--- config.mk ---
export PLATFORM = sky130hd
export DESIGN_NAME = crank_angle_event_scheduler
export DESIGN_NICKNAME = d
export VERILOG_FILES = /design/src/hw/rtl/cae_pkg.sv /design/src/hw/rtl/cae_ram.sv /design/src/hw/rtl/cae_front.sv /design/src/hw/rtl/cae_queue.sv /design/src/hw/rtl/cae_back.sv /design/src/hw/rtl/crank_angle_event_scheduler.sv
export VERILOG_INCLUDE_DIRS = /design/src /design/src/hw/rtl
export SDC_FILE = /design/constraint.sdc
export NUM_CORES = 2
export LEC_CHECK = 0
export BUFFER_PORTS_ARGS = -buffer_cell sky130_fd_sc_hd__buf_2
export CAP_MARGIN = 20
export CORE_MARGIN = 1.5
export CORE_UTILIZATION = 30
export DETAILED_ROUTE_END_ITERATION = 7
export PLACE_DENSITY_LB_ADDON = 0.1
export SYNTH_ARGS = -nofsm -noshare
export SYNTH_HDL_FRONTEND = slang
export SYNTH_SLANG_ARGS = --single-unit
export TNS_END_PERCENT = 1
--- constraint.sdc ---
create_clock -name clk -period 11.56 [get_ports clk]
set_clock_uncertainty 0.1 [all_clocks]
set_input_delay 1.156 -clock clk [delete_from_list [all_inputs] [get_ports clk]]
set_output_delay 1.156 -clock clk [all_outputs]
set_load 0.02 [all_outputs]
--- src/hw/rtl/crank_angle_event_scheduler_defines.svh ---
// assertion macros for the crank angle event scheduler
// included by modules that carry concurrent checks, no other dependencies
`ifndef CRANK_ANGLE_EVENT_SCHEDULER_DEFINES_SVH
`define CRANK_ANGLE_EVENT_SCHEDULER_DEFINES_SVH

// same-cycle implication
`define CAE_ASSERT_IMP(label, clk, rst_n, ante, cons, msg) \
	label: assert property (@(posedge clk) disable iff (!rst_n) (ante) |-> (cons)) else $error(msg);

// next-cycle implication
`define CAE_ASSERT_NXT(label, clk, rst_n, ante, cons, msg) \
	label: assert property (@(posedge clk) disable iff (!rst_n) (ante) |=> (cons)) else $error(msg);

`endif

--- src/hw/rtl/cae_pkg.sv ---
// shared types and constants of the crank angle event scheduler
// no dependencies
package cae_pkg;

	localparam int SLOTS_DEF = 16;
	localparam int CYCLE_DEGREES_DEF = 720;

	localparam logic [2:0] CMD_UPDATE = 3'd0;
	localparam logic [2:0] CMD_ADD    = 3'd1;
	localparam logic [2:0] CMD_TICK   = 3'd2;
	localparam logic [2:0] CMD_CLEAR  = 3'd3;
	localparam logic [2:0] CMD_REMOVE = 3'd4;

	localparam int DIV_BITS = 26;
	localparam logic [DIV_BITS-1:0] US_PER_MINUTE = 26'd60000000;
	localparam logic [15:0] MIN_RPM = 16'd100;
	localparam logic [31:0] LATE_LIMIT_US = 32'd1000;
	localparam logic [8:0] DEG_PER_REV = 9'd360;

	typedef struct packed {
		logic [2:0]  cmd;
		logic [15:0] angle;
		logic [15:0] rpm;
		logic [31:0] time_us;
		logic [7:0]  cylinder;
	} in_t;

	typedef struct packed {
		logic        kind;
		logic [7:0]  fired_cylinder;
		logic        late;
		logic        accepted;
		logic [5:0]  active_count;
		logic [31:0] scheduled_total;
		logic [31:0] fired_total;
		logic [31:0] missed_total;
		logic [9:0]  angle_now;
		logic [31:0] time_per_degree;
		logic        last;
	} out_t;

	typedef struct packed {
		logic [2:0]  cmd;
		logic [9:0]  angle;
		logic [31:0] upd;
		logic [31:0] now;
		logic [7:0]  cyl;
	} job_t;

endpackage

--- src/hw/rtl/cae_ram.sv ---
// generic single write port ram with registered read
// no dependencies
module cae_ram #(
	parameter int WIDTH = 8,
	parameter int DEPTH = 16
) (
	input  logic                                  clk,
	input  logic                                  we,
	input  logic [(DEPTH > 1 ? $clog2(DEPTH) : 1)-1:0] waddr,
	input  logic [WIDTH-1:0]                      wdata,
	input  logic [(DEPTH > 1 ? $clog2(DEPTH) : 1)-1:0] raddr,
	output logic [WIDTH-1:0]                      rdata
);
	logic [WIDTH-1:0] mem_q [DEPTH];

	always_ff @(posedge clk) begin
		if (we) begin
			mem_q[waddr] <= wdata;
		end
		rdata <= mem_q[raddr];
	end
endmodule

--- src/hw/rtl/cae_front.sv ---
// front end: accepts transactions, reduces the angle, derives time per degree
// depends on cae_pkg
module cae_front #(
	parameter int CYCLE_DEGREES = cae_pkg::CYCLE_DEGREES_DEF
) (
	input  logic          clk,
	input  logic          arst_n,
	input  logic          item_valid,
	output logic          item_ready,
	input  cae_pkg::in_t  item,
	output logic          job_valid,
	input  logic          job_ready,
	output cae_pkg::job_t job
);
	localparam int MOD_STEPS = $clog2((65536 + CYCLE_DEGREES - 1) / CYCLE_DEGREES);
	localparam int DB = cae_pkg::DIV_BITS;
	localparam logic [31:0] MOD_BASE = 32'(CYCLE_DEGREES);

	typedef enum logic [1:0] {F_IDLE, F_WORK, F_PUSH} fstate_t;

	fstate_t         state_q;
	logic [2:0]      cmd_q;
	logic [15:0]     ang_q;
	logic            slow_q;
	logic [24:0]     dvs_q;
	logic [DB-1:0]   rem_q;
	logic [DB-1:0]   quo_q;
	logic [4:0]      cnt_q;
	logic [31:0]     now_q;
	logic [7:0]      cyl_q;

	logic [DB-1:0]   rem_sh;
	logic            qbit;
	logic [4:0]      bit_idx;
	logic [4:0]      k;
	logic [31:0]     mod_sub;

	always_comb begin
		bit_idx = 5'(DB - 1) - cnt_q;
		rem_sh  = {rem_q[DB-2:0], cae_pkg::US_PER_MINUTE[bit_idx]};
		qbit    = rem_sh >= {1'b0, dvs_q};
		k       = 5'(MOD_STEPS - 1) - cnt_q;
		mod_sub = MOD_BASE << k;
	end

	assign item_ready = (state_q == F_IDLE);
	assign job_valid  = (state_q == F_PUSH);
	assign job.cmd    = cmd_q;
	assign job.angle  = ang_q[9:0];
	assign job.upd    = slow_q ? '1 : 32'(quo_q);
	assign job.now    = now_q;
	assign job.cyl    = cyl_q;

	always_ff @(posedge clk or negedge arst_n) begin
		if (!arst_n) begin
			state_q <= F_IDLE;
			cnt_q   <= '0;
		end else begin
			unique case (state_q)
				F_IDLE: begin
					if (item_valid) begin
						cmd_q   <= item.cmd;
						ang_q   <= item.angle;
						slow_q  <= item.rpm < cae_pkg::MIN_RPM;
						dvs_q   <= 25'(item.rpm) * 25'(cae_pkg::DEG_PER_REV);
						now_q   <= item.time_us;
						cyl_q   <= item.cylinder;
						rem_q   <= '0;
						quo_q   <= '0;
						cnt_q   <= '0;
						state_q <= F_WORK;
					end
				end
				F_WORK: begin
					rem_q <= qbit ? rem_sh - {1'b0, dvs_q} : rem_sh;
					quo_q <= {quo_q[DB-2:0], qbit};
					if (cnt_q < 5'(MOD_STEPS) && {16'd0, ang_q} >= mod_sub) begin
						ang_q <= ang_q - 16'(mod_sub);
					end
					if (cnt_q == 5'(DB - 1)) begin
						state_q <= F_PUSH;
					end
					cnt_q <= cnt_q + 5'd1;
				end
				F_PUSH: begin
					if (job_ready) begin
						state_q <= F_IDLE;
					end
				end
				default: state_q <= F_IDLE;
			endcase
		end
	end
endmodule

--- src/hw/rtl/cae_queue.sv ---
// two-entry queue between front and back
// depends on cae_pkg
module cae_queue (
	input  logic          clk,
	input  logic          arst_n,
	input  logic          push_valid,
	output logic          push_ready,
	input  cae_pkg::job_t push_data,
	output logic          pop_valid,
	input  logic          pop_ready,
	output cae_pkg::job_t pop_data
);
	cae_pkg::job_t mem_q [2];
	logic          wptr_q;
	logic          rptr_q;
	logic [1:0]    cnt_q;
	logic          do_push;
	logic          do_pop;

	assign push_ready = (cnt_q != 2'd2);
	assign pop_valid  = (cnt_q != 2'd0);
	assign pop_data   = mem_q[rptr_q];
	assign do_push    = push_valid && push_ready;
	assign do_pop     = pop_valid && pop_ready;

	always_ff @(posedge clk) begin
		if (do_push) begin
			mem_q[wptr_q] <= push_data;
		end
	end

	always_ff @(posedge clk or negedge arst_n) begin
		if (!arst_n) begin
			wptr_q <= 1'b0;
			rptr_q <= 1'b0;
			cnt_q  <= 2'd0;
		end else begin
			if (do_push) begin
				wptr_q <= ~wptr_q;
			end
			if (do_pop) begin
				rptr_q <= ~rptr_q;
			end
			cnt_q <= cnt_q + 2'(do_push) - 2'(do_pop);
		end
	end
endmodule

--- src/hw/rtl/cae_back.sv ---
// back end: walks the slot table for each job and emits result transactions
// depends on cae_pkg, cae_ram and the assertion macro header
`include "crank_angle_event_scheduler_defines.svh"

module cae_back #(
	parameter int SLOTS         = cae_pkg::SLOTS_DEF,
	parameter int CYCLE_DEGREES = cae_pkg::CYCLE_DEGREES_DEF
) (
	input  logic          clk,
	input  logic          arst_n,
	input  logic          pop_valid,
	output logic          pop_ready,
	input  cae_pkg::job_t pop_data,
	output logic          res_valid,
	input  logic          res_ready,
	output cae_pkg::out_t res
);
	localparam int IW = SLOTS > 1 ? $clog2(SLOTS) : 1;
	localparam int CW = $clog2(SLOTS + 1);
	localparam int SW = 10 + 8 + 32;

	typedef enum logic [2:0] {B_IDLE, B_WALK, B_RD, B_LD, B_WAIT, B_STAT, B_SWAIT} bstate_t;

	typedef struct packed {
		logic [9:0]  angle;
		logic [7:0]  cyl;
		logic [31:0] due;
	} slot_t;

	bstate_t        state_q;
	cae_pkg::job_t  job_q;
	logic [9:0]     cur_q;
	logic [31:0]    upd_q;
	logic [SLOTS-1:0] active_q;
	logic [5:0]     act_cnt_q;
	logic [31:0]    added_q;
	logic [31:0]    fired_q;
	logic [31:0]    late_q;
	logic [CW-1:0]  cnt_q;
	logic           pv_s1;
	logic [IW-1:0]  idx_s1;
	logic           found_q;
	logic           acc_q;
	logic [CW-1:0]  nf_q;
	logic [CW-1:0]  ptr_q;
	cae_pkg::out_t  res_q;
	logic           res_valid_q;

	slot_t          rd_slot;
	logic [SW-1:0]  rd_raw;
	slot_t          wr_slot;
	logic           slot_we;
	logic [8:0]     fire_rd;
	logic           fire_we;
	logic           act;
	logic [9:0]     tgt;
	logic [10:0]    delta;
	logic [31:0]    prod;
	logic           due_hit;
	logic           is_late;
	logic           do_add;
	logic           do_fire;
	logic           do_drop;

	assign rd_slot = slot_t'(rd_raw);

	always_comb begin
		act     = active_q[idx_s1];
		tgt     = (job_q.cmd == cae_pkg::CMD_ADD) ? job_q.angle : rd_slot.angle;
		delta   = (tgt >= cur_q) ? {1'b0, tgt} - {1'b0, cur_q}
		                         : {1'b0, tgt} + 11'(CYCLE_DEGREES) - {1'b0, cur_q};
		prod    = 32'({21'd0, delta} * upd_q);
		due_hit = job_q.now >= rd_slot.due;
		is_late = (job_q.now - rd_slot.due) > cae_pkg::LATE_LIMIT_US;
		do_add  = 1'b0;
		do_fire = 1'b0;
		do_drop = 1'b0;
		slot_we = 1'b0;
		wr_slot = rd_slot;
		wr_slot.due = job_q.now + prod;
		if (pv_s1) begin
			case (job_q.cmd)
				cae_pkg::CMD_UPDATE: slot_we = act;
				cae_pkg::CMD_ADD: begin
					do_add  = !act && !found_q;
					slot_we = do_add;
					wr_slot.angle = job_q.angle;
					wr_slot.cyl   = job_q.cyl;
				end
				cae_pkg::CMD_TICK:   do_fire = act && due_hit;
				cae_pkg::CMD_CLEAR:  do_drop = act;
				cae_pkg::CMD_REMOVE: do_drop = act && rd_slot.cyl == job_q.cyl;
				default: ;
			endcase
		end
		fire_we = do_fire;
	end

	cae_ram #(.WIDTH(SW), .DEPTH(SLOTS)) u_slot_ram (
		.clk   (clk),
		.we    (slot_we),
		.waddr (idx_s1),
		.wdata (SW'(wr_slot)),
		.raddr (cnt_q[IW-1:0]),
		.rdata (rd_raw)
	);

	cae_ram #(.WIDTH(9), .DEPTH(SLOTS)) u_fire_ram (
		.clk   (clk),
		.we    (fire_we),
		.waddr (nf_q[IW-1:0]),
		.wdata ({rd_slot.cyl, is_late}),
		.raddr (ptr_q[IW-1:0]),
		.rdata (fire_rd)
	);

	assign pop_ready = (state_q == B_IDLE);
	assign res_valid = res_valid_q;
	assign res       = res_q;

	always_ff @(posedge clk or negedge arst_n) begin
		if (!arst_n) begin
			state_q     <= B_IDLE;
			cur_q       <= '0;
			upd_q       <= '0;
			active_q    <= '0;
			act_cnt_q   <= '0;
			added_q     <= '0;
			fired_q     <= '0;
			late_q      <= '0;
			cnt_q       <= '0;
			pv_s1       <= 1'b0;
			idx_s1      <= '0;
			found_q     <= 1'b0;
			acc_q       <= 1'b0;
			nf_q        <= '0;
			ptr_q       <= '0;
			res_valid_q <= 1'b0;
		end else begin
			unique case (state_q)
				B_IDLE: begin
					if (pop_valid) begin
						job_q <= pop_data;
						if (pop_data.cmd == cae_pkg::CMD_UPDATE) begin
							cur_q <= pop_data.angle;
							upd_q <= pop_data.upd;
						end
						cnt_q   <= '0;
						pv_s1   <= 1'b0;
						found_q <= 1'b0;
						acc_q   <= 1'b0;
						nf_q    <= '0;
						ptr_q   <= '0;
						state_q <= B_WALK;
					end
				end
				B_WALK: begin
					if (cnt_q < CW'(SLOTS)) begin
						pv_s1  <= 1'b1;
						idx_s1 <= cnt_q[IW-1:0];
						cnt_q  <= cnt_q + CW'(1);
					end else begin
						pv_s1 <= 1'b0;
						if (!pv_s1) begin
							state_q <= (nf_q != '0) ? B_RD : B_STAT;
						end
					end
					if (do_add) begin
						active_q[idx_s1] <= 1'b1;
						act_cnt_q        <= act_cnt_q + 6'd1;
						added_q          <= added_q + 32'd1;
						found_q          <= 1'b1;
						acc_q            <= 1'b1;
					end
					if (do_fire || do_drop) begin
						active_q[idx_s1] <= 1'b0;
						act_cnt_q        <= act_cnt_q - 6'd1;
					end
					if (do_fire) begin
						fired_q <= fired_q + 32'd1;
						nf_q    <= nf_q + CW'(1);
						if (is_late) begin
							late_q <= late_q + 32'd1;
						end
					end
				end
				B_RD: state_q <= B_LD;
				B_LD: begin
					res_q.kind            <= 1'b0;
					res_q.fired_cylinder  <= fire_rd[8:1];
					res_q.late            <= fire_rd[0];
					res_q.accepted        <= 1'b0;
					res_q.active_count    <= act_cnt_q;
					res_q.scheduled_total <= added_q;
					res_q.fired_total     <= fired_q;
					res_q.missed_total    <= late_q;
					res_q.angle_now       <= cur_q;
					res_q.time_per_degree <= upd_q;
					res_q.last            <= 1'b0;
					res_valid_q           <= 1'b1;
					ptr_q                 <= ptr_q + CW'(1);
					state_q               <= B_WAIT;
				end
				B_WAIT: begin
					if (res_ready) begin
						res_valid_q <= 1'b0;
						state_q     <= (ptr_q == nf_q) ? B_STAT : B_RD;
					end
				end
				B_STAT: begin
					res_q.kind            <= 1'b1;
					res_q.fired_cylinder  <= '0;
					res_q.late            <= 1'b0;
					res_q.accepted        <= acc_q;
					res_q.active_count    <= act_cnt_q;
					res_q.scheduled_total <= added_q;
					res_q.fired_total     <= fired_q;
					res_q.missed_total    <= late_q;
					res_q.angle_now       <= cur_q;
					res_q.time_per_degree <= upd_q;
					res_q.last            <= 1'b1;
					res_valid_q           <= 1'b1;
					state_q               <= B_SWAIT;
				end
				B_SWAIT: begin
					if (res_ready) begin
						res_valid_q <= 1'b0;
						state_q     <= B_IDLE;
					end
				end
				default: state_q <= B_IDLE;
			endcase
		end
	end

	`CAE_ASSERT_IMP(a_count_match, clk, arst_n, 1'b1, $countones(active_q) == int'(act_cnt_q), "active count out of step with active slots")
	`CAE_ASSERT_IMP(a_last_is_status, clk, arst_n, res_valid_q, res_q.last == res_q.kind, "last flag not on status transaction")
	`CAE_ASSERT_NXT(a_single_add, clk, arst_n, do_add, !do_add, "two slots taken by one add")
	`CAE_ASSERT_IMP(a_fire_bound, clk, arst_n, state_q == B_WAIT, ptr_q <= nf_q, "emitted more fired transactions than recorded")
endmodule

--- src/hw/rtl/crank_angle_event_scheduler.sv ---
// crank angle event scheduler: the front end runs a 26-step restoring divider for time
// per degree, and the back end walks the slot table for each transaction and then emits
// one result transaction per fired event and a status transaction
// front and back overlap through a two-entry queue
// asynchronous active-low reset clears all slots, counters, angle and time per degree
// depends on cae_pkg, cae_front, cae_queue, cae_back
module crank_angle_event_scheduler #(
	parameter int SLOTS         = cae_pkg::SLOTS_DEF,
	parameter int CYCLE_DEGREES = cae_pkg::CYCLE_DEGREES_DEF
) (
	input  logic          clk,
	input  logic          arst_n,
	input  logic          item_valid,
	output logic          item_ready,
	input  cae_pkg::in_t  item,
	output logic          res_valid,
	input  logic          res_ready,
	output cae_pkg::out_t res
);
	logic          f_valid;
	logic          f_ready;
	cae_pkg::job_t f_job;
	logic          b_valid;
	logic          b_ready;
	cae_pkg::job_t b_job;

	cae_front #(.CYCLE_DEGREES(CYCLE_DEGREES)) u_front (
		.clk        (clk),
		.arst_n     (arst_n),
		.item_valid (item_valid),
		.item_ready (item_ready),
		.item       (item),
		.job_valid  (f_valid),
		.job_ready  (f_ready),
		.job        (f_job)
	);

	cae_queue u_queue (
		.clk        (clk),
		.arst_n     (arst_n),
		.push_valid (f_valid),
		.push_ready (f_ready),
		.push_data  (f_job),
		.pop_valid  (b_valid),
		.pop_ready  (b_ready),
		.pop_data   (b_job)
	);

	cae_back #(.SLOTS(SLOTS), .CYCLE_DEGREES(CYCLE_DEGREES)) u_back (
		.clk       (clk),
		.arst_n    (arst_n),
		.pop_valid (b_valid),
		.pop_ready (b_ready),
		.pop_data  (b_job),
		.res_valid (res_valid),
		.res_ready (res_ready),
		.res       (res)
	);
endmodule

======== Yosys cells after proc, flatten, opt, wreduce, memory -nomap -nowiden ========
Memories as Yosys holds them, arrays and structs flattened. A register that Yosys moved wholly into a read port is not among the register bits.
Cells that the tools add are included.
operators by class
  reduce and logical (&&, ||, !) cells .... 44
  multiplexer cells ....................... 64
  $lt $le $gt $ge ......................... 11
  add/sub/neg operators ................... 20
  bitwise gates (word level) .............. 5
  divide/modulo/power cells ............... 0
  eq/ne operators ......................... 29
  $mul .................................... 2
  shift-type cells ........................ 1
operators with widths
  operator                                                                            count
  156-bit case mux with 2 select lines                                                1
  32-bit by 1-bit adder with 32-bit output (second input constant)                    3
  16-bit two-way mux                                                                  5
  26-bit case mux with 2 select lines                                                 1
  25-bit case mux with 2 select lines                                                 1
  5-bit case mux with 2 select lines                                                  4
  18-bit two-way mux                                                                  2
  32-bit adder                                                                        1
  16-bit by 32-bit greater-or-equal comparator with 1-bit output                      1
  32-bit greater-or-equal comparator                                                  1
  32-bit by 10-bit greater-than comparator with 1-bit output (second input constant)  1
  11-bit by 32-bit multiplier with 32-bit output                                      1
  32-bit two-way mux                                                                  1
  16-bit case mux with 2 select lines                                                 1
  10-bit by 5-bit left shift with 32-bit output (first input constant)                1
  32-bit subtractor                                                                   1
  3-bit AND reduction                                                                 9
  26-bit by 25-bit greater-or-equal comparator with 1-bit output                      1
  26-bit two-way mux                                                                  1
  25-bit two-way mux                                                                  1
  25-bit subtractor                                                                   1
  16-bit by 6-bit multiplier with 22-bit output (second input constant)               1
  3-bit two-way mux                                                                   7
  3-bit case mux with 7 select lines                                                  1
  53 further kinds                                                                    128
storage, ports and cells
  ROM bits ................................ 32
  memories ................................ 4
  latch bits .............................. 0
  logic and storage cells ................. 223
  RAM bits ................................ 1114
  register bits ........................... 538
  input port bits ......................... 79
memory list
  name                     depth  width  rd ports  clocked after memory_dff  write ports  line             text
  u_back.u_slot_ram.mem_q  16     50     1         1                         1            cae_ram.sv:14    logic [WIDTH-1:0] mem_q [DEPTH];
  u_queue.mem_q            2      85     1         0                         1            cae_queue.sv:13  cae_pkg::job_t mem_q [2];
  u_back.u_fire_ram.mem_q  16     9      1         1                         1            cae_ram.sv:14
  (name not given)         32     1      1         0                         0            cae_front.sv:40  rem_sh = {rem_q[DB-2:0], cae_pkg::US_PER_MINUTE[bit_idx]};

======== Longest topological paths before layout ========
  word-level depth ........................ 10
  depth in mapped cells ................... 40
  mapped depth without buffers ............ 37

======== Hierarchy ========
From an unflattened synthesis, not the netlist that was laid out.
unflattened totals
  cells, all modules ...................... 5293
  area, all modules ....................... 80249.5 um^2
by module, submodules not included
  module                       seq. area each (um^2)  cells each  area each (um^2)  times used
  cae_ram (u_back.u_slot_ram)  25024.0                1294        30909.6           1
  cae_back                     10875.4                2570        27737.9           1
  cae_front                    4169.0                 888         9444.1            1
  cae_queue                    5205.0                 287         6377.4            1
  cae_ram (u_back.u_fire_ram)  4504.3                 254         5780.5            1

======== Worst setup path after synthesis ========
Ideal clock, no wire load.
  kind .................................... register to register
  from .................................... reg u_back.job_q[83] in the netlist's numbering
  to ...................................... mem u_back.u_slot_ram.mem_q[0][27] in the netlist's numbering (data pin)
  data arrival time ....................... 9408 ps
  data required time ...................... 11041 ps
  setup time .............................. 419 ps
  cell stages (with the launch flop) ...... 33
  clock period less this slack ............ 9927 ps
  setup slack ............................. 1633 ps
  path buffers ............................ 3
  cells stage by stage .................... edfxtp_1 > nor3b_1 > clkbuf_1 > mux2_2 > ha_1 > inv_1 > fa_1 > o21ai_0 > a21o_1 > a221o_1 > nor3_1 > o21a_1 > buf_1 > o21ai_0 > xnor2_1 > clkbuf_1 > nand2_1 > fa_1 > fa_1 > inv_1 > fa_1 > fa_1 > inv_1 > fa_1 > inv_1 > ha_1 > and3_1 > a221oi_1 > o31a_1 > o21ai_0 > o311a_1 > o21ai_0 > o311ai_0
on the way
  longest elaborated chain between the ends .. 7
  elaborated cells on any way between the ends .. 9
  classes of those cells .................. 4 x add/sub; 1 x mul; 1 x order compare; 1 x eq/ne; 2 x mux
ends and longest elaborated chain
  what                                              line             text
  from (decl)                                       cae_back.sv:31   cae_pkg::job_t job_q;
  from (signal assigned)                            cae_back.sv:143  job_q <= pop_data;
  3-bit by 1-bit equality test with 1-bit output *  cae_back.sv:69   tgt = (job_q.cmd == cae_pkg::CMD_ADD) ? job_q.angle : rd_slot.angle;
  10-bit two-way mux *                              cae_back.sv:69
  10-bit by 10-bit adder with 11-bit output         cae_back.sv:71   : {1'b0, tgt} + 11'(CYCLE_DEGREES) - {1'b0, cur_q};
  11-bit by 10-bit subtractor with 11-bit output    cae_back.sv:71
  11-bit two-way mux *                              cae_back.sv:70   delta = (tgt >= cur_q) ? {1'b0, tgt} - {1'b0, cur_q}
  11-bit by 32-bit multiplier with 32-bit output *  cae_back.sv:72   prod = 32'({21'd0, delta} * upd_q);
  32-bit adder *                                    cae_back.sv:80   wr_slot.due = job_q.now + prod;
  via u_back.u_slot_ram.wdata[27]                   cae_ram.sv:10    input logic [WIDTH-1:0] wdata,
  to (decl)                                         cae_ram.sv:14
Mark *: on every way through the listed nets, which the timed path passes. The rest lies on a longest branch.

======== Final worst setup path ========
  from .................................... reg u_back.job_q[83] in the netlist's numbering
  to ...................................... mem u_back.u_slot_ram.mem_q[8][31] in the netlist's numbering (data pin)
The elaborated chain is that of the path after synthesis.

==> impl_table.tex <==
\begin{tabular}{lr}
\hline
Metric & Value \\
\hline
\multicolumn{2}{l}{\textbf{Yosys}} \\
\quad Most repeated cell in the gate-level netlist after synthesis & sky130\_fd\_sc\_hd\_\_edfxtp\_1 \\
\quad Yosys top cell by area & sky130\_fd\_sc\_hd\_\_edfxtp\_1 \\
\quad Predominant post-synthesis flop cell & sky130\_fd\_sc\_hd\_\_edfxtp\_1 \\
\quad Number of cells produced by synthesis & approximately 5000 \\
\quad Fraction of synthesized cell area in xor and xnor cells & 0.02642 \\
\quad Seq cells post-synth & 1690 \\
\quad Share of the yosys chip area belonging to registers & 0.6275 \\
\quad Adder and majority cell fraction of the synthesized area & 0.1048 \\
\quad Main combinational cell family by area after synthesis & multiplexers \\
\quad Synthesized-area fraction occupied by and/or/nand/nor cells & 0.06480 \\
\quad Main area contributors after synthesis & sky130\_fd\_sc\_hd\_\_edfxtp\_1 (55\%), sky130\_fd\_sc\_hd\_\_mux4\_2 (8.6\%), sky130\_fd\_sc\_hd\_\_fa\_1 (7.2\%) \\
\quad Share of async-settable or async-resettable flops after synthesis & 0.1130 \\
\quad Number of synthesized flops with an enable pin & 1440 \\
\quad Netlist area before placement & 78410 sq um \\
\quad Cell types with the highest counts after synthesis & sky130\_fd\_sc\_hd\_\_edfxtp\_1 (1440), sky130\_fd\_sc\_hd\_\_inv\_1 (524), sky130\_fd\_sc\_hd\_\_mux4\_2 (300), sky130\_fd\_sc\_hd\_\_nand2\_1 (288), sky130\_fd\_sc\_hd\_\_fa\_1 (281) \\
\quad Post-synthesis compound-gate area fraction & 0.03495 \\
\quad Area share of the leading cell type in the synthesized netlist & 0.5515 \\
\quad Cell variety after synth & 87 \\
\quad Mux cell area share after synthesis & 0.1067 \\
\quad Number of warning messages in the yosys log & 0 \\
\quad Mean instance size in the synthesized netlist & between 15 and 20 sq um \\
\quad Total nets after synthesis & roughly 5600 \\
\multicolumn{2}{l}{\textbf{Route}} \\
\quad Detailed-route vias per instance & 4.712 \\
\quad Pre-Repair DR Iteration Count & 8 \\
\quad 1st-iter DRT viols & 2596 \\
\quad Total via count in the routed design & between 40000 and 50000 \\
\quad Total detailed-routing wirelength & 209700 um \\
\quad DR DRC count & 0 \\
\quad Average wire length per cell after detail routing & around 23 um \\
\quad Number of nets with antenna violations after routing & 0 \\
\multicolumn{2}{l}{\textbf{Setup path}} \\
\quad Arrival time of data at the critical path endpoint & 10980 ps \\
\quad Critical-path cell with the highest stage delay & sky130\_fd\_sc\_hd\_\_o21a\_1 \\
\quad Bufs and invs on worst path & 8 \\
\quad Worst Reg-to-Reg Cells & 35 \\
\quad Top cell by count, worst path & sky130\_fd\_sc\_hd\_\_fa\_1 \\
\quad Critical path depth & 35 \\
\quad Endpoint of the lowest-slack register-to-register path & u\_back.u\_slot\_ram.mem\_q[8][31] \\
\quad Required time of the worst setup path & approximately 12000 ps \\
\quad FF-to-FF setup slack & 1120 ps \\
\quad Endpoint class of the critical path & register \\
\quad Kind of launch point of the worst setup path & register \\
\quad Cell family with most CP delay & compound AO/OA/AOI/OAI gates \\
\quad Crit path largest cell delay & 550 ps \\
\quad Critical R2R Launch & u\_back.job\_q[83] \\
\quad Critical path fanouts, max & 27 \\
\quad Crit Path Category & reg -> reg \\
\multicolumn{2}{l}{\textbf{Clock network}} \\
\quad Level count of the clock H-tree & 4 \\
\quad PostCTS Resize Cnt & 0 \\
\quad Clock latency on the worst-skew pair & $\sim$840 ps \\
\quad Reg clk slew, reported paths & 60 ps \\
\quad Number of buffers inserted by post-CTS setup repair & 0 \\
\quad Number of sinks driven by the clock tree & 1690 \\
\quad Library cell used as clock root buffer & sky130\_fd\_sc\_hd\_\_clkbuf\_16 \\
\quad TritonCTS clock tree & built \\
\quad Number of buffers created by CTS & approximately 190 \\
\quad Clock Tree Buf Depth & 3 \\
\quad CTS hold repair buffers & 0 \\
\multicolumn{2}{l}{\textbf{Flow run}} \\
\quad Max\_cap viols & 0 \\
\multicolumn{2}{l}{\textbf{Cells and area}} \\
\quad Layout overhead on the synthesized area & 15.26\% \\
\quad Seq. cell area & between 40000 and 50000 sq um \\
\quad Share of post-route cells with drive strength above 1 & 0.1990 \\
\quad Layout Nets & roughly 5900 \\
\quad End-of-flow core utilization & 0.3480 \\
\quad Final-layout fill cell count & 24930 \\
\quad Area taken by multi-input logic gates & 26760 sq um \\
\multicolumn{2}{l}{\textbf{Floorplanning}} \\
\quad Chip Width & approximately 510 um \\
\quad DIE HEIGHT & 514.2 um \\
\quad Core Footprint & 259700 sq um \\
\quad Initial cell density of the core & 0.3019 \\
\quad Number of placed I/O pins & between 200 and 250 \\
\quad Cell row count & 187 \\
\quad Die area & 264400 sq um \\
\multicolumn{2}{l}{\textbf{STA}} \\
\quad Setup ws final & 1116 ps \\
\quad Share of the cycle needed by the critical path after routing & 0.9035 \\
\quad Highest clock rate & 0.09574 GHz \\
\quad Slew @ Worst Pin & around 1100 ps \\
\quad Max-slew violation total from the final report & 0 \\
\quad Final number of hold-violating endpoints & 0 \\
\quad Setup repair after global routing missed its margin & no \\
\quad Total Neg Setup Slack & 0 ps \\
\quad Tightest slew margin relative to the limit & 0.2572 \\
\quad Min cycle time layout & 10440 ps \\
\quad Setup violators final & 0 \\
\multicolumn{2}{l}{\textbf{Placed design}} \\
\quad Worst setup slack before clock tree synthesis & roughly 1100 ps \\
\quad Routability congestion estimate & 0.8040 \\
\quad Half-perimeter wire length of the detailed placement result & roughly 140000 um \\
\quad Port buffer count & 236 \\
\multicolumn{2}{l}{\textbf{Worst hold path}} \\
\quad Class of the worst hold path & in -> async \\
\multicolumn{2}{l}{\textbf{Global routing}} \\
\quad Global-route wire length before repair & roughly 310000 um \\
\quad Number of global-route vias before repair & approximately 44000 \\
\quad Aggregate global routing overflow & 0 \\
\quad Pin count of the biggest net entering global routing & 117 \\
\quad Number of antenna violations at the first check in global routing & 6 \\
\quad Total GRT Usage & 0.1590 \\
\multicolumn{2}{l}{\textbf{Status}} \\
\quad Outcome & finished, final reports clean \\
\hline
\end{tabular}
==> cells by family (layout without fill, tap and decap cells) <==
family                     Yosys count  count (layout)
xor gates and xnor gates           235             235
DFF                               1690            1690
other                                0               3
AOI/OAI and AO/OA                  430             430
adders and majority gates          488             488
and+or+nand+nor                   1016            1016
muxes                              449             449
buffers and inverters              715            1220
==> worst max path at each step <==
| stage | startpoint | end |
|---|---|---|
| final | u_back.job_q[83] | u_back.u_slot_ram.mem_q[8][31] |
| after global placement | u_back.job_q[83] | u_back.u_slot_ram.mem_q[1][31] |
| after detailed placement | u_back.job_q[83] | u_back.u_slot_ram.mem_q[12][29] |
| after floorplan | u_back.job_q[83] | u_back.u_slot_ram.mem_q[0][27] |
| after CTS | u_back.job_q[83] | u_back.u_slot_ram.mem_q[8][29] |
| after global routing | u_back.job_q[83] | u_back.u_slot_ram.mem_q[15][31] |
==> registers in the layout, summed over array words and instances, names as in the netlist, 10 cells and up <==
signal / cells
u_back.u_slot_ram.mem_q: 800
u_queue.mem_q: 160
u_back.res: 150
u_back.u_fire_ram.mem_q: 144
u_back.job_q: 53
u_back.u_slot_ram.rdata: 50
u_back.added_q: 32
u_back.fired_q: 32
u_back.late_q: 32
u_front.now_q: 32
u_back.upd_q: 27
u_front.quo_q: 26
u_front.rem_q: 25
u_front.dvs_q: 22
u_back.active_q: 16
u_front.ang_q: 16
u_back.cur_q: 10
==> stage by stage <==
stage / hold WS, ps / cells / instance area (sq um)
6_report: 230.2 / 8933 / 90380
5_1_grt: 235.6 / 8931 / 90370
4_1_cts: 218.2 / 8926 / 90320
3_5_place_dp: 330.4 / 8572 / 84180
3_3_place_gp: 323.7 / 8565 / 84120
2_1_floorplan: 321.5 / 5023 / 78410
==> final cells by class <==
| class | instances | share of cell area |
|---|---|---|
| clock inverters | 89 | 0.01135 |
| multi-input cells | 2618 | 0.2961 |
| diodes | 3 | 0.00008307 |
| well taps | 3402 | 0.04710 |
| clock buffers | 265 | 0.05657 |
| flip-flops and latches | 1690 | 0.5446 |
| inverters | 525 | 0.02180 |
| repair buffers | 341 | 0.02234 |
==> routing by layer <==
metal  wire length (um)  vias up  global-route usage
met5                 35        -                   0
met4               3788        6             0.03427
met3               7721      241             0.02361
met2              99690      808              0.2578
met1              98500    22080              0.2251
li1                   -    18950                   -
==> cells in the final DEF, fill, tap and decap left out, types with 15 or more instances in the layout <==
| master | count |
|---|---|
| sky130_fd_sc_hd__xor2_1 | 85 |
| sky130_fd_sc_hd__buf_2 | 235 |
| sky130_fd_sc_hd__nor2_1 | 183 |
| sky130_fd_sc_hd__nand3_1 | 62 |
| sky130_fd_sc_hd__dfxtp_1 | 59 |
| sky130_fd_sc_hd__clkinv_1 | 28 |
| sky130_fd_sc_hd__ha_1 | 207 |
| sky130_fd_sc_hd__buf_4 | 100 |
| sky130_fd_sc_hd__nand2b_1 | 75 |
| sky130_fd_sc_hd__nor4_1 | 16 |
| sky130_fd_sc_hd__bufinv_16 | 16 |
| sky130_fd_sc_hd__o21a_1 | 18 |
| sky130_fd_sc_hd__clkinv_2 | 19 |
| sky130_fd_sc_hd__and3_1 | 31 |
| sky130_fd_sc_hd__fa_1 | 281 |
| sky130_fd_sc_hd__o21ai_0 | 90 |
| sky130_fd_sc_hd__nand2_1 | 288 |
| sky130_fd_sc_hd__mux2i_1 | 50 |
| sky130_fd_sc_hd__nor3_1 | 54 |
| sky130_fd_sc_hd__a21oi_1 | 148 |
| sky130_fd_sc_hd__inv_1 | 524 |
| sky130_fd_sc_hd__o21bai_1 | 15 |
| sky130_fd_sc_hd__edfxtp_1 | 1440 |
| sky130_fd_sc_hd__clkbuf_16 | 187 |
| sky130_fd_sc_hd__nor2b_1 | 21 |
| sky130_fd_sc_hd__mux2_2 | 90 |
| sky130_fd_sc_hd__or2_2 | 32 |
| sky130_fd_sc_hd__mux4_2 | 300 |
| sky130_fd_sc_hd__clkbuf_1 | 64 |
| sky130_fd_sc_hd__nand4_1 | 31 |
| sky130_fd_sc_hd__and2_1 | 157 |
| sky130_fd_sc_hd__dfrtp_1 | 185 |
| sky130_fd_sc_hd__a21o_1 | 36 |
| sky130_fd_sc_hd__xnor2_1 | 137 |
Power is left out: the tool's default activity adds up to more than one toggle a clock period on the data nets, which glitch-free logic cannot reach.
